**config.mk**
```make
export PLATFORM = sky130hd
export DESIGN_NAME = fifo_queue_with_removal
export DESIGN_NICKNAME = d
export VERILOG_FILES = /design/src/hdl/qwr_pkg.sv /design/src/hdl/fifo_queue_with_removal.sv /design/src/hdl/qwr_ram.sv /design/src/hdl/qwr_ctrl.sv
export SDC_FILE = /design/constraint.sdc
export NUM_CORES = 1
export LEC_CHECK = 0
export ABC_CLOCK_PERIOD_IN_PS = 6500
export BUFFER_PORTS_ARGS = -buffer_cell sky130_fd_sc_hd__buf_4
export CORE_MARGIN = 5
export CORE_UTILIZATION = 65
export CTS_CLUSTER_SIZE = 10
export DETAILED_ROUTE_END_ITERATION = 10
export GPL_TIMING_DRIVEN = 0
export PLACE_DENSITY = 0.83
export SETUP_SLACK_MARGIN = 0.5
export SYNTH_ARGS = -nofsm -noshare
export SYNTH_HDL_FRONTEND = slang
export SYNTH_SLANG_ARGS = --single-unit
```
**constraint.sdc**
```tcl
create_clock -name clk -period 6.5 [get_ports clk]
set_clock_uncertainty 0.2 [all_clocks]
set_input_delay 0.975 -clock clk [delete_from_list [all_inputs] [get_ports clk]]
set_output_delay 0.975 -clock clk [all_outputs]
set_load 0.005 [all_outputs]
```
**src/hdl/qwr_pkg.sv**
```systemverilog
// Shared constants, codes and types for the ordered key queue.
package qwr_pkg;

  localparam int QUEUE_DEPTH = 16;
  localparam int KEY_BITS    = 16;
  localparam int PTR_BITS    = (QUEUE_DEPTH > 1) ? $clog2(QUEUE_DEPTH) : 1;
  localparam int CNT_BITS    = $clog2(QUEUE_DEPTH + 1);

  typedef enum logic [1:0] {
    OP_APPEND = 2'd0,
    OP_RM_KEY = 2'd1,
    OP_RM_POS = 2'd2,
    OP_SERVE  = 2'd3
  } op_t;

  typedef enum logic [1:0] {
    ST_OK    = 2'd0,
    ST_MISS  = 2'd1,
    ST_RANGE = 2'd2,
    ST_FULL  = 2'd3
  } status_t;

  typedef enum logic [2:0] {
    S_IDLE,
    S_SERVE,
    S_SCAN,
    S_SHIFT,
    S_RESULT
  } state_t;

  typedef struct packed {
    logic                we;
    logic [PTR_BITS-1:0] waddr;
    logic [KEY_BITS-1:0] wdata;
    logic [PTR_BITS-1:0] raddr;
  } mem_req_t;

  typedef struct packed {
    logic [KEY_BITS-1:0] key;
    logic [CNT_BITS-1:0] count;
    status_t             status;
  } res_t;

endpackage

```
**src/hdl/fifo_queue_with_removal.sv**
```systemverilog
// Top level of the ordered key queue: sequencer, entry RAM and output register.
//
//  channel  direction  handshake            payload
//  in_      input      in_valid/in_ready    in_op, in_player_key, in_position
//  out_     output     out_valid/out_ready  out_served_key, out_entry_count, out_status
//
// One request at a time. Append and up-front rejects go to S_RESULT, serve via S_SERVE.
// Remove by key scans one entry per cycle (one RAM read port), then compacts
// one entry per cycle after the match.
// Remove by position at the head just advances the head; otherwise it compacts in S_SHIFT.
// Reset clears state, head, count and the pending flag; the entry RAM is not cleared.
// A result held by out_ready low stalls the next result, and with it further input accept.
module fifo_queue_with_removal
  import qwr_pkg::*;
(
  input  logic        clk,
  input  logic        rst_n,
  input  logic        in_valid,
  output logic        in_ready,
  input  logic [1:0]  in_op,
  input  logic [15:0] in_player_key,
  input  logic [3:0]  in_position,
  output logic        out_valid,
  input  logic        out_ready,
  output logic [15:0] out_served_key,
  output logic [4:0]  out_entry_count,
  output logic [1:0]  out_status
);

  mem_req_t            mem_req;
  logic [KEY_BITS-1:0] mem_rdata;
  logic                res_valid;
  logic                res_ready;
  res_t                res;

  logic                out_valid_r, out_valid_nxt;
  res_t                out_r;

  qwr_ctrl u_ctrl (
    .clk           (clk),
    .rst_n         (rst_n),
    .in_valid      (in_valid),
    .in_ready      (in_ready),
    .in_op         (in_op),
    .in_player_key (in_player_key),
    .in_position   (in_position),
    .mem_req       (mem_req),
    .mem_rdata     (mem_rdata),
    .res_valid     (res_valid),
    .res_ready     (res_ready),
    .res           (res)
  );

  qwr_ram #(
    .DEPTH (QUEUE_DEPTH),
    .WIDTH (KEY_BITS)
  ) u_ram (
    .clk   (clk),
    .we    (mem_req.we),
    .waddr (mem_req.waddr),
    .wdata (mem_req.wdata),
    .raddr (mem_req.raddr),
    .rdata (mem_rdata)
  );

  assign res_ready     = !out_valid_r || out_ready;
  assign out_valid_nxt = (res_valid && res_ready) || (out_valid_r && !out_ready);

  always_ff @(posedge clk) begin
    if (!rst_n) begin
      out_valid_r <= 1'b0;
    end else begin
      out_valid_r <= out_valid_nxt;
    end
  end

  always_ff @(posedge clk) begin
    if (res_valid && res_ready) begin
      out_r <= res;
    end
  end

  assign out_valid       = out_valid_r;
  assign out_served_key  = 16'(out_r.key);
  assign out_entry_count = 5'(out_r.count);
  assign out_status      = out_r.status;

endmodule

```
**src/hdl/qwr_ram.sv**
```systemverilog
// Simple dual-port RAM, one write and one registered read per cycle.
module qwr_ram #(
  parameter int DEPTH = 16,
  parameter int WIDTH = 16
) (
  input  logic                     clk,
  input  logic                     we,
  input  logic [$clog2(DEPTH)-1:0] waddr,
  input  logic [WIDTH-1:0]         wdata,
  input  logic [$clog2(DEPTH)-1:0] raddr,
  output logic [WIDTH-1:0]         rdata
);

  logic [WIDTH-1:0] mem [DEPTH];

  always_ff @(posedge clk) begin
    if (we) begin
      mem[waddr] <= wdata;
    end
  end

  always_ff @(posedge clk) begin
    rdata <= mem[raddr];
  end

endmodule

```
**src/hdl/qwr_ctrl.sv**
```systemverilog
// Sequencer: append, key search, gap compaction and serve over the entry RAM.
module qwr_ctrl
  import qwr_pkg::*;
(
  input  logic                clk,
  input  logic                rst_n,
  input  logic                in_valid,
  output logic                in_ready,
  input  logic [1:0]          in_op,
  input  logic [15:0]         in_player_key,
  input  logic [3:0]          in_position,
  output mem_req_t            mem_req,
  input  logic [KEY_BITS-1:0] mem_rdata,
  output logic                res_valid,
  input  logic                res_ready,
  output res_t                res
);

  state_t              state_r, state_nxt;
  logic [PTR_BITS-1:0] head_r, head_nxt;
  logic [CNT_BITS-1:0] occ_r, occ_nxt;
  logic [CNT_BITS-1:0] off_r, off_nxt;
  logic                pend_r, pend_nxt;
  logic [KEY_BITS-1:0] key_r, key_nxt;
  logic [KEY_BITS-1:0] res_key_r, res_key_nxt;
  status_t             res_stat_r, res_stat_nxt;
  logic [CNT_BITS-1:0] pos_ext;

  function automatic logic [PTR_BITS-1:0] slot(input logic [PTR_BITS-1:0] h,
                                                input logic [CNT_BITS-1:0] o);
    logic [CNT_BITS:0] s;
    s = (CNT_BITS+1)'(h) + (CNT_BITS+1)'(o);
    if (s >= (CNT_BITS+1)'(QUEUE_DEPTH)) begin
      s = s - (CNT_BITS+1)'(QUEUE_DEPTH);
    end
    return s[PTR_BITS-1:0];
  endfunction

  assign pos_ext = CNT_BITS'(in_position);

  always_ff @(posedge clk) begin
    if (!rst_n) begin
      state_r <= S_IDLE;
      head_r  <= '0;
      occ_r   <= '0;
      pend_r  <= 1'b0;
    end else begin
      state_r <= state_nxt;
      head_r  <= head_nxt;
      occ_r   <= occ_nxt;
      pend_r  <= pend_nxt;
    end
  end

  always_ff @(posedge clk) begin
    off_r      <= off_nxt;
    key_r      <= key_nxt;
    res_key_r  <= res_key_nxt;
    res_stat_r <= res_stat_nxt;
  end

  always_comb begin
    state_nxt     = state_r;
    head_nxt      = head_r;
    occ_nxt       = occ_r;
    off_nxt       = off_r;
    pend_nxt      = pend_r;
    key_nxt       = key_r;
    res_key_nxt   = res_key_r;
    res_stat_nxt  = res_stat_r;
    in_ready      = 1'b0;
    res_valid     = 1'b0;
    mem_req.we    = 1'b0;
    mem_req.waddr = slot(head_r, off_r - CNT_BITS'(2));
    mem_req.wdata = mem_rdata;
    mem_req.raddr = slot(head_r, off_r);

    unique case (state_r)
      S_IDLE: begin
        in_ready = 1'b1;
        if (in_valid) begin
          key_nxt      = in_player_key[KEY_BITS-1:0];
          res_key_nxt  = '0;
          res_stat_nxt = ST_OK;
          off_nxt      = '0;
          pend_nxt     = 1'b0;
          unique case (op_t'(in_op))
            OP_APPEND: begin
              state_nxt = S_RESULT;
              if (occ_r == CNT_BITS'(QUEUE_DEPTH)) begin
                res_stat_nxt = ST_FULL;
              end else begin
                mem_req.we    = 1'b1;
                mem_req.waddr = slot(head_r, occ_r);
                mem_req.wdata = in_player_key[KEY_BITS-1:0];
                occ_nxt       = occ_r + CNT_BITS'(1);
              end
            end
            OP_RM_KEY: begin
              if (occ_r == '0) begin
                res_stat_nxt = ST_MISS;
                state_nxt    = S_RESULT;
              end else begin
                mem_req.raddr = head_r;
                state_nxt     = S_SCAN;
              end
            end
            OP_RM_POS: begin
              if (pos_ext >= occ_r) begin
                res_stat_nxt = ST_RANGE;
                state_nxt    = S_RESULT;
              end else if (pos_ext == '0) begin
                head_nxt  = slot(head_r, CNT_BITS'(1));
                occ_nxt   = occ_r - CNT_BITS'(1);
                state_nxt = S_RESULT;
              end else begin
                off_nxt   = pos_ext + CNT_BITS'(1);
                state_nxt = S_SHIFT;
              end
            end
            OP_SERVE: begin
              if (occ_r == '0) begin
                res_stat_nxt = ST_MISS;
                state_nxt    = S_RESULT;
              end else begin
                mem_req.raddr = head_r;
                state_nxt     = S_SERVE;
              end
            end
            default: begin
              state_nxt = S_RESULT;
            end
          endcase
        end
      end

      S_SERVE: begin
        res_key_nxt = mem_rdata;
        head_nxt    = slot(head_r, CNT_BITS'(1));
        occ_nxt     = occ_r - CNT_BITS'(1);
        state_nxt   = S_RESULT;
      end

      // rdata holds the entry at offset off_r
      S_SCAN: begin
        mem_req.raddr = slot(head_r, off_r + CNT_BITS'(1));
        if (mem_rdata == key_r) begin
          if (off_r == '0) begin
            head_nxt  = slot(head_r, CNT_BITS'(1));
            occ_nxt   = occ_r - CNT_BITS'(1);
            state_nxt = S_RESULT;
          end else begin
            off_nxt   = off_r + CNT_BITS'(1);
            pend_nxt  = 1'b0;
            state_nxt = S_SHIFT;
          end
        end else if (off_r + CNT_BITS'(1) == occ_r) begin
          res_stat_nxt = ST_MISS;
          state_nxt    = S_RESULT;
        end else begin
          off_nxt = off_r + CNT_BITS'(1);
        end
      end

      // read offset off_r, write the beat read last cycle one slot lower
      S_SHIFT: begin
        mem_req.we = pend_r;
        if (off_r == occ_r) begin
          pend_nxt  = 1'b0;
          occ_nxt   = occ_r - CNT_BITS'(1);
          state_nxt = S_RESULT;
        end else begin
          off_nxt  = off_r + CNT_BITS'(1);
          pend_nxt = 1'b1;
        end
      end

      S_RESULT: begin
        res_valid = 1'b1;
        if (res_ready) begin
          state_nxt = S_IDLE;
        end
      end

      default: begin
        state_nxt = S_IDLE;
      end
    endcase
  end

  assign res.key    = res_key_r;
  assign res.count  = occ_r;
  assign res.status = res_stat_r;

endmodule
```
# After elaboration in Yosys (flattened, before gate mapping)
# Memories as Yosys holds them, arrays and structs flattened. A register that Yosys moved wholly into a read port is not among the register bits.
# Index checks and enable logic that the tools add are counted.
classes:
  n_addsub: 15
  order_cmp: 6
  eq_ne: 30
  muxes: 69
  n_reduce_logical: 25
op_table:
  columns: ["op", "n"]
  rows:
  - ["$mux W5", 15]
  - ["$mux W4", 13]
  - ["$mux W21", 2]
  - ["$pmux W16 S2", 1]
  - ["$mux W3", 10]
  - ["$mux W25", 1]
  - ["$add A4 B5 Y6", 4]
  - ["$ge A6 B5 Y1 const B", 4]
  - ["$mux W20", 1]
  - ["$pmux W5 S4", 1]
  - ["$sub A4 B1 Y4 const B", 5]
  - ["$eq A16 B16 Y1", 1]
  - ["$mux W16", 1]
  - ["$logic_not A5 Y1", 3]
  - ["$pmux W3 S5", 1]
  - ["$pmux W5 S3", 1]
  - ["$ne A2 B2 Y1 const B", 7]
  - ["$ne A3 B3 Y1 const B", 4]
  - ["$pmux W3 S4", 1]
  - ["$pmux W4 S3", 1]
  - ["$reduce_and A4 Y1", 3]
  - ["$add A4 B1 Y5 const B", 2]
  - ["$add A5 B1 Y5 const B", 2]
  - ["$eq A5 B5 Y1", 2]
  - ["other kinds (34)", 59]
word_totals:
  regBits: 76
  ramBits: 256
  input_bits: 26
  out_inout_bits: 25
  elab_cells: 158
  n_memories: 1
mem_list:
  columns: ["name", "words", "word_bits", "rd", "rd_ports_with_merged_regs", "wr", "line_no", "source"]
  rows:
  - ["u_ram.mem", 16, 16, 1, 1, 1, "qwr_ram.sv:14", "logic [WIDTH-1:0] mem [DEPTH];"]

# Logic depth before layout (Yosys ltp)
# Gate-level depths: netlist of the first run.
depth:
  word_depth: 10
  ltp_mapped: 12
  depth_no_buf: 10

# Cells and area by module
# A second synthesis of the first run with hierarchy kept.
unflattened:
  cells_unflattened: 829
  hier_area_um2: 14483.9
by_module_without_submodules:
  columns: ["mod", "instances", "cells_each", "area_per_inst_um2", "seq_area_each_um2"]
  rows:
  - ["qwr_ram", 1, 432, 10042.1, 8007.7]
  - ["qwr_ctrl", 1, 369, 3693.5, 1431.4]
  - ["fifo_queue_with_removal", 1, 28, 748.2, 710.7]

# Worst setup path before layout of the first run
# OpenSTA, ideal clock, no wires.
synth_timing:
  kind: "input to register"
  startpoint: "input port in_valid"
  endpoint: "memory u_ram.mem[11][0], enable pin"
  setup_time_ns: 0.388
  arrival_time_ns: 2.873
  required_time_ns: 5.912
  setup_slack_ns: 3.038
  stages: 7
  path_cell_list: "nand2_1 clkinv_1 nand3_1 nor2_1 a21oi_1 nand2_1 nor2_1"
synth_via:
  elab_chain_cells: 4
synth_lines:
  columns: ["element", "line_no", "source"]
  rows:
  - ["from (decl)", "fifo_queue_with_removal.sv:18", "input logic in_valid,"]
  - ["$mux W25 (*)", "qwr_ctrl.sv:81", "if (in_valid) begin"]
  - ["$pmux W1 S2", "qwr_ctrl.sv:78", "unique case (state_r)"]
  - ["$mux W1", "qwr_ram.sv:17", "if (we) begin"]
  - ["$mux W1 (implied by the code)", "qwr_ram.sv:18", "mem[waddr] <= wdata;"]
  - ["to (decl)", "qwr_ram.sv:14", null]
# Every way passes the cells marked *; elsewhere a longest branch is shown, timed or not.

# Worst setup path in the final report of the first run
layout_timing:
  startpoint: "register u_ctrl.state_r[0]"
  endpoint: "memory u_ram.mem[10][11], enable pin"
layout_via:
  elab_chain_cells: 4
layout_lines:
  columns: ["element", "line_no", "source"]
  rows:
  - ["from (decl)", "qwr_ctrl.sv:19", "state_t state_r, state_nxt;"]
  - ["from (signal assigned)", "qwr_ctrl.sv:48", "state_r <= state_nxt;"]
  - ["$eq A3 B2 Y1 or $logic_not A3 Y1 (tied branches)", "qwr_ctrl.sv:78", null]
  - ["$pmux W1 S2", "qwr_ctrl.sv:78", null]
  - ["$mux W1", "qwr_ram.sv:17", null]
  - ["$mux W1 (implied by the code)", "qwr_ram.sv:18", null]
# Several ways; a longest one is shown, not always the timed one.

==> results.ini, run 1 <==
[final_layout]
final_area_mm2 = 0.0170
diodes = 0
final_nets = 1218
fin_util = 0.751
drive_gt1_frac = 0.135
area_delta_synth_final_pct = 14.0

[detailed_routing]
avgViaCountPerCell = 6.66
wl_per_cell_um = 25.7
drt_iter0_markers = 1306
first_pass_iters = 6
drc = 0
vias = 9770
totalWireLength_um = 37700
drtAntennaViolNets = 0

[placed_design]
pre_cts_ws_ps = 1820
port_buffers = 50
hpwl_um = 24900
globalplace.congestion = 0.912
detailed_place.area_mm2 = 0.0158

[global_route]
antenna_found_initial = 0
track_usage = 0.290
grt_max_degree = 21
grt_overflow = 0
grt_pass1_vias = 9682
grt_pass1_wl_um = 56600

[cts]
cts_inserted_buffers = 41
cts_hold_buffers = 0
clkSinkCount = 348
clk_latency_ps = 530
cts_root_buf = clkbuf_16
cts_tree = yes
path_clk_slew_ps = 60
cts_resized = 0
cts_max_level = 2
cts.path.max_buffers = 3
cts_setup_buffers = 0

[timing]
maxSlewHeadroom = 0.275
fin_hold_ws_ps = 217
fin_crit_sh = 0.669
worst_pin_slew_ps = 1090
fin_ws_ps = 2150
min_period_ps = 4350
final_hold_viol_count = 0
fmax_mhz = 230
drv_slew = 0
setup_tns_ps = 0
setup_viol = 0
rsz0062_at_grt = no

[worst_setup_path]
cpPeakStageDelay_ps = 950
cp_slowest_cell = and3_1
crit_fanout = 18
cp-start-kind = flop
crit_end = u_ram.mem[10][11]
worstSetupPathType = flop to flop
r2r_setup_slack_ps = 2150
cp.depth = 8
reg2regPathDepth = 8
path_delay_family = simple AND/OR/NAND/NOR gates
end_kind = flop
critPathRequiredTime_ps = 6440
cp.arrival_ps = 4290
r2r-end = u_ram.mem[10][11]
cp_num_buf_inv = 3
path_cells = buf_2 > nor3_2 > nand2_1 > clkinv_1 > nand3_1 > clkbuf_1 > o31ai_1 > and3_1
r2r_start = u_ctrl.state_r[0]
critPathLaunch = u_ctrl.state_r[0]

[synthesis]
syn-num-nets = 1113
synth_top_area_share = 0.642
synthTopCellsByArea = edfxtp_1, mux2i_1, dfxtp_1
synthCells = 1058
syn_area_mm2 = 0.0149
syn_area_per_cell_um2 = 14.1
yosysTopAreaCell = edfxtp_1
netlist_top_cells_count = edfxtp_1, nand2_1, a21oi_1
ys_warn_count = 0
yosysUniqueCellTypes = 62
synth_most_common_cell = edfxtp_1
ys_async_sr_fraction = 0
synth_edf_count = 318
ys_ff_latch = 348
synth_ff_type = edfxtp_1
yosysSeqAreaShare = 0.682

[floorplanning]
rows = 55
dieWidth_um = 161
coreArea_mm2 = 0.0226
boundaryPins = 51
fp.dieH_um = 161
start_util = 0.659
dieArea_mm2 = 0.0260

[worst_hold_path]
hp-start = u_ctrl.res_key_r[15]
hold_path.class = flop to flop

[power]
power.leakage_nw = 6.19
max-vdd-ir-drop_v = 0.000262
power-per-cell-area_mw_per_mm2 = 471

[flow_run]
cap_violations = 0

[outcome]
status = completed

## state kept, by name (all words and copies together) (netlist names)
name               flops
u_ram.mem            256
u_ram.rdata           16
u_ctrl.head_r          4
out_status             2
u_ctrl.state_r         3
u_ctrl.key_r          16
out_served_key        16
u_ctrl.res_key_r      16
u_ctrl.occ_r           5
u_ctrl.off_r           5
u_ctrl.res_stat_r      2
out_valid              1
out_entry_count        5
u_ctrl.pend_r          1
## report_power, final
group          total [mW]  switching [mW]  internal [mW]
clock                2.01           0.834           1.18
combinational        2.86            1.92          0.942
sequential           3.11           0.142           2.97
## worst reg2reg max path: cells and delay by family (launching register included)
kind	cells	cell delay [ps]
DFF	1	310
buffers and inverters	3	910
AOI/OAI and AO/OA	1	450
and+or+nand+nor	4	2080
## kinds of logic after synthesis
logic type                 share of synthesized area
AOI/OAI and AO/OA                             0.0917
adders and majority gates                     0.0264
buffers and inverters                         0.0259
and+or+nand+nor                               0.0983
xor gates and xnor gates                      0.0247
DFF                                            0.682
muxes                                         0.0506
## how the worst min path moves through the flow
stage                    endpoint  slack (ps)  depth (start not counted)
2_1_floorplan   out_served_key[0]         200                          0
3_3_place_gp    out_served_key[2]         200                          0
3_5_place_dp   out_served_key[10]         210                          0
4_1_cts         out_served_key[4]         220                          0
5_1_grt         out_served_key[5]         220                          0
6_report       out_served_key[15]         220                          0
## stage by stage
| stage | power, mW | cells |
|---|---|---|
| after floorplan | 4.89 | 1058 |
| after global placement | 5.77 | 1393 |
| after detailed placement | 5.89 | 1405 |
| after CTS | 7.90 | 1466 |
| after global routing | 8.27 | 1466 |
| final | 7.98 | 1466 |
## per-layer routing
| layer | global-route usage | up-vias | part of all wire | wire [um] |
|---|---|---|---|---|
| li1 | - | 4223 | - | - |
| met1 | 0.385 | 4700 | 0.36 | 13700 |
| met2 | 0.476 | 732 | 0.47 | 17700 |
| met3 | 0.0704 | 115 | 0.13 | 4900 |
| met4 | 0.102 | 0 | 0.035 | 1320 |
| met5 | 0 | - | 0 | 0 |
## area by class of cell
| cell class | count | area [um2] |
|---|---|---|
| Fill cell | 1296 | 5610 |
| Clock buffer | 58 | 1110 |
| Timing Repair Buffer | 62 | 552 |
| Multi-Input combinational cell | 633 | 4380 |
| Sequential cell | 348 | 10100 |
| Clock inverter | 3 | 28.8 |
| Tap cell | 285 | 357 |
| Inverter | 20 | 75.1 |
| Buffer | 57 | 310 |
## cell usage in the layout (no fill, tap or decap), drive strengths merged, types with 5 or more instances in the layout
master	n
ha	25
nand4	23
nor2b	8
inv	18
o21ai	14
clkbuf	82
xor2	15
edfxtp	318
dfxtp	30
and3	5
nor2	32
a221o	59
nand2b	13
and2	21
a21oi	82
buf	95
nand3	14
a211oi	5
or2	5
nor4	7
nand2	142
xnor2	27
nor3b	6
nor3	8
mux2i	74
Power figures use the tool's default switching activity.
==> inputs of run 2 (changes only) <==
--- a/config.mk
+++ b/config.mk
@@ -5,14 +5,14 @@
 export SDC_FILE = /design/constraint.sdc
 export NUM_CORES = 1
 export LEC_CHECK = 0
-export ABC_CLOCK_PERIOD_IN_PS = 6500
+export ABC_CLOCK_PERIOD_IN_PS = 4500
 export BUFFER_PORTS_ARGS = -buffer_cell sky130_fd_sc_hd__buf_4
 export CORE_MARGIN = 5
-export CORE_UTILIZATION = 65
+export CORE_UTILIZATION = 62
 export CTS_CLUSTER_SIZE = 10
 export DETAILED_ROUTE_END_ITERATION = 10
 export GPL_TIMING_DRIVEN = 0
-export PLACE_DENSITY = 0.83
+export PLACE_DENSITY = 0.8
 export SETUP_SLACK_MARGIN = 0.5
 export SYNTH_ARGS = -nofsm -noshare
 export SYNTH_HDL_FRONTEND = slang
==> constraint.sdc (replaced) <==
create_clock -name clk -period 4.5 [get_ports clk]
set_clock_uncertainty 0.2 [all_clocks]
set_input_delay 0.675 -clock clk [delete_from_list [all_inputs] [get_ports clk]]
set_output_delay 0.675 -clock clk [all_outputs]
set_load 0.005 [all_outputs]
==> run 2 against run 1 <==
Combinational power is 45% higher. Worst hold slack worse by 68 ps. Count of clock-buffer cells in the layout is 3 lower. Utilization is 2.7 points lower. Sequential power is 44% higher. Sequential cell count stayed put. Worst setup slack worse by 1600 ps. Cell count is 1.9% higher. Routed wire length is 4.3% lower.
==> results.ini, run 2 (synthesis results as in run 1) <==
[final_layout]
multi_input_area_mm2 = 0.00447  ; +2.1%
regMostFlops = u_ram.mem
final_cell_mix = edfxtp_1, nand2_1, a21oi_1
area_delta_synth_final_pct = 14.7
fin_util = 0.724  ; -0.0269
layout.cells.non_filler = 1494  ; +1.9%
register_area_mm2 = 0.0101  ; unchanged
drive_gt1_frac = 0.153  ; +0.0177
fillCellCount = 1474  ; +14%
largest_register_ffs = 256  ; unchanged
final_nets = 1213  ; -0.41%
final_area_mm2 = 0.0171  ; +0.56%
diodes = 0  ; unchanged
final_common_cell = edfxtp_1

[detailed_routing]
totalWireLength_um = 36000  ; -4.3%
drc = 0  ; unchanged
avgViaCountPerCell = 6.38  ; -4.3%
drtAntennaViolNets = 0  ; unchanged
drt_iter0_markers = 1246  ; -4.6%
vias = 9531  ; -2.4%
wl_per_cell_um = 24.1  ; -6.1%
first_pass_iters = 5  ; -1

[global_route]
track_usage = 0.270  ; -0.0205
antenna_found_initial = 1  ; +1
grt_pass1_vias = 9571  ; -1.1%
grt_overflow = 0  ; unchanged
grt_max_degree = 20  ; -4.8%
grt_pass1_wl_um = 54600  ; -3.4%

[power]
power-per-cell-area_mw_per_mm2 = 679  ; +44%
max-vdd-ir-drop_v = 0.000428  ; +63%
finalPower_mw = 11.6  ; +45%
power.leakage_nw = 6.21  ; +0.24%

[timing]
fin_crit_sh = 0.867  ; +0.198
rsz0062_at_grt = no
setup_viol = 0  ; unchanged
fmax_mhz = 256  ; +11%
final_hold_viol_count = 0  ; unchanged
min_period_ps = 3900  ; -448 ps
worst_pin_slew_ps = 974  ; -113 ps
drv_slew = 0  ; unchanged
maxSlewHeadroom = 0.349  ; +0.0742

[worst_setup_path]
crit_fanout = 10  ; -8
end_kind = flop
cp-start-kind = flop
r2r_setup_slack_ps = 600  ; -1550 ps
critPathRequiredTime_ps = 4670  ; -1770 ps
cp.arrival_ps = 4070  ; -220 ps
reg2regPathDepth = 11  ; +3
worstSetupPathType = flop to flop

[cts]
clk_latency_ps = 520  ; about the same
cts_max_level = 2  ; unchanged
cts_root_buf = clkbuf_16
path_clk_slew_ps = 60  ; about the same
clkSinkCount = 348  ; unchanged
cts.path.max_buffers = 3  ; unchanged
cts_tree = yes
cts_inserted_buffers = 41  ; unchanged

[outcome]
status = completed

[flow_run]
cap_violations = 0  ; unchanged

[placed_design]
port_buffers = 50  ; unchanged
detailed_place.area_mm2 = 0.0158  ; -0.31%
hpwl_um = 24200  ; -2.6%
dp_cells = 1433  ; +2.0%
globalplace.congestion = 0.930  ; +2.1%

[worst_hold_path]
hold_depth = 1  ; +1
hold_path.class = primary input to flop

[floorplanning]
dieWidth_um = 165  ; +2.2%
boundaryPins = 51  ; unchanged
coreArea_mm2 = 0.0235  ; +4.3%
rows = 56  ; +1.8%
dieArea_mm2 = 0.0272  ; +4.5%
fp.dieH_um = 165  ; +2.2%
start_util = 0.632  ; -0.0272

## run 2: final cells by class
type,instances,area share
plain buffers,57,0.0189
clock buffers,55,0.0632
clock inverters,5,0.00484
inverters,20,0.00470
multi-input cells,633,0.262
flip-flops and latches,348,0.595
well taps,319,0.0234
repair buffers,57,0.0277
## run 2: critical path, stage by stage (launching register included)
cell and delay (ps):
dfxtp_1 470, inv_1 200, ha_1 260, nor4b_2 480, nor2_1 170, nor4_1 500
nor4_4 50, buf_4 180, nand2_1 250, buf_1 510, a221o_1 320, nand4_1 140
## run 2: worst paths after layout
path / endpoint / start
hold reg to reg: out_served_key[3] / u_ctrl.res_key_r[3]
hold / removal: u_ctrl.key_r[0] / in_player_key[0]
setup reg to reg: u_ram.rdata[7] / u_ctrl.occ_r[1]
setup / recovery: u_ram.rdata[7] / u_ctrl.occ_r[1]
## run 2: routing by layer
metal | part of all wire | vias up | wire (um) | GRT usage
li1 | - | 4221 | - | -
met1 | 0.38 | 4649 | 13800 | 0.366
met2 | 0.47 | 589 | 17000 | 0.430
met3 | 0.12 | 70 | 4450 | 0.0721
met4 | 0.021 | 2 | 762 | 0.0858
met5 | 0.00036 | - | 13 | 0
## run 2: per-stage QoR
step / hold slack (ps) / worst slack, ps / setup TNS, ps
detailed placement: 206 / -118 / -2210
global route: 142 / 481 / 0
finish: 149 / 600 / 0
CTS: 140 / 339 / 0
floorplan: 200 / 1150 / 0
global placement: 201 / -290 / -21310
## run 2: what timing repair did
action / CTS / global route
pin swaps: 0 / 1
gates resized for setup: 16 / 25
setup endpoints to repair: 404 / 415
buffers inserted: 0 / 1
hold buffers: 0 / 0
## run 2: report_power, final
group	total, mW	leakage [nW]	switching (mW)	internal (mW)
Clock	2.94	0.563	1.17	1.77
Sequential	4.49	3.16	0.210	4.28
Combinational	4.14	2.48	2.75	1.39
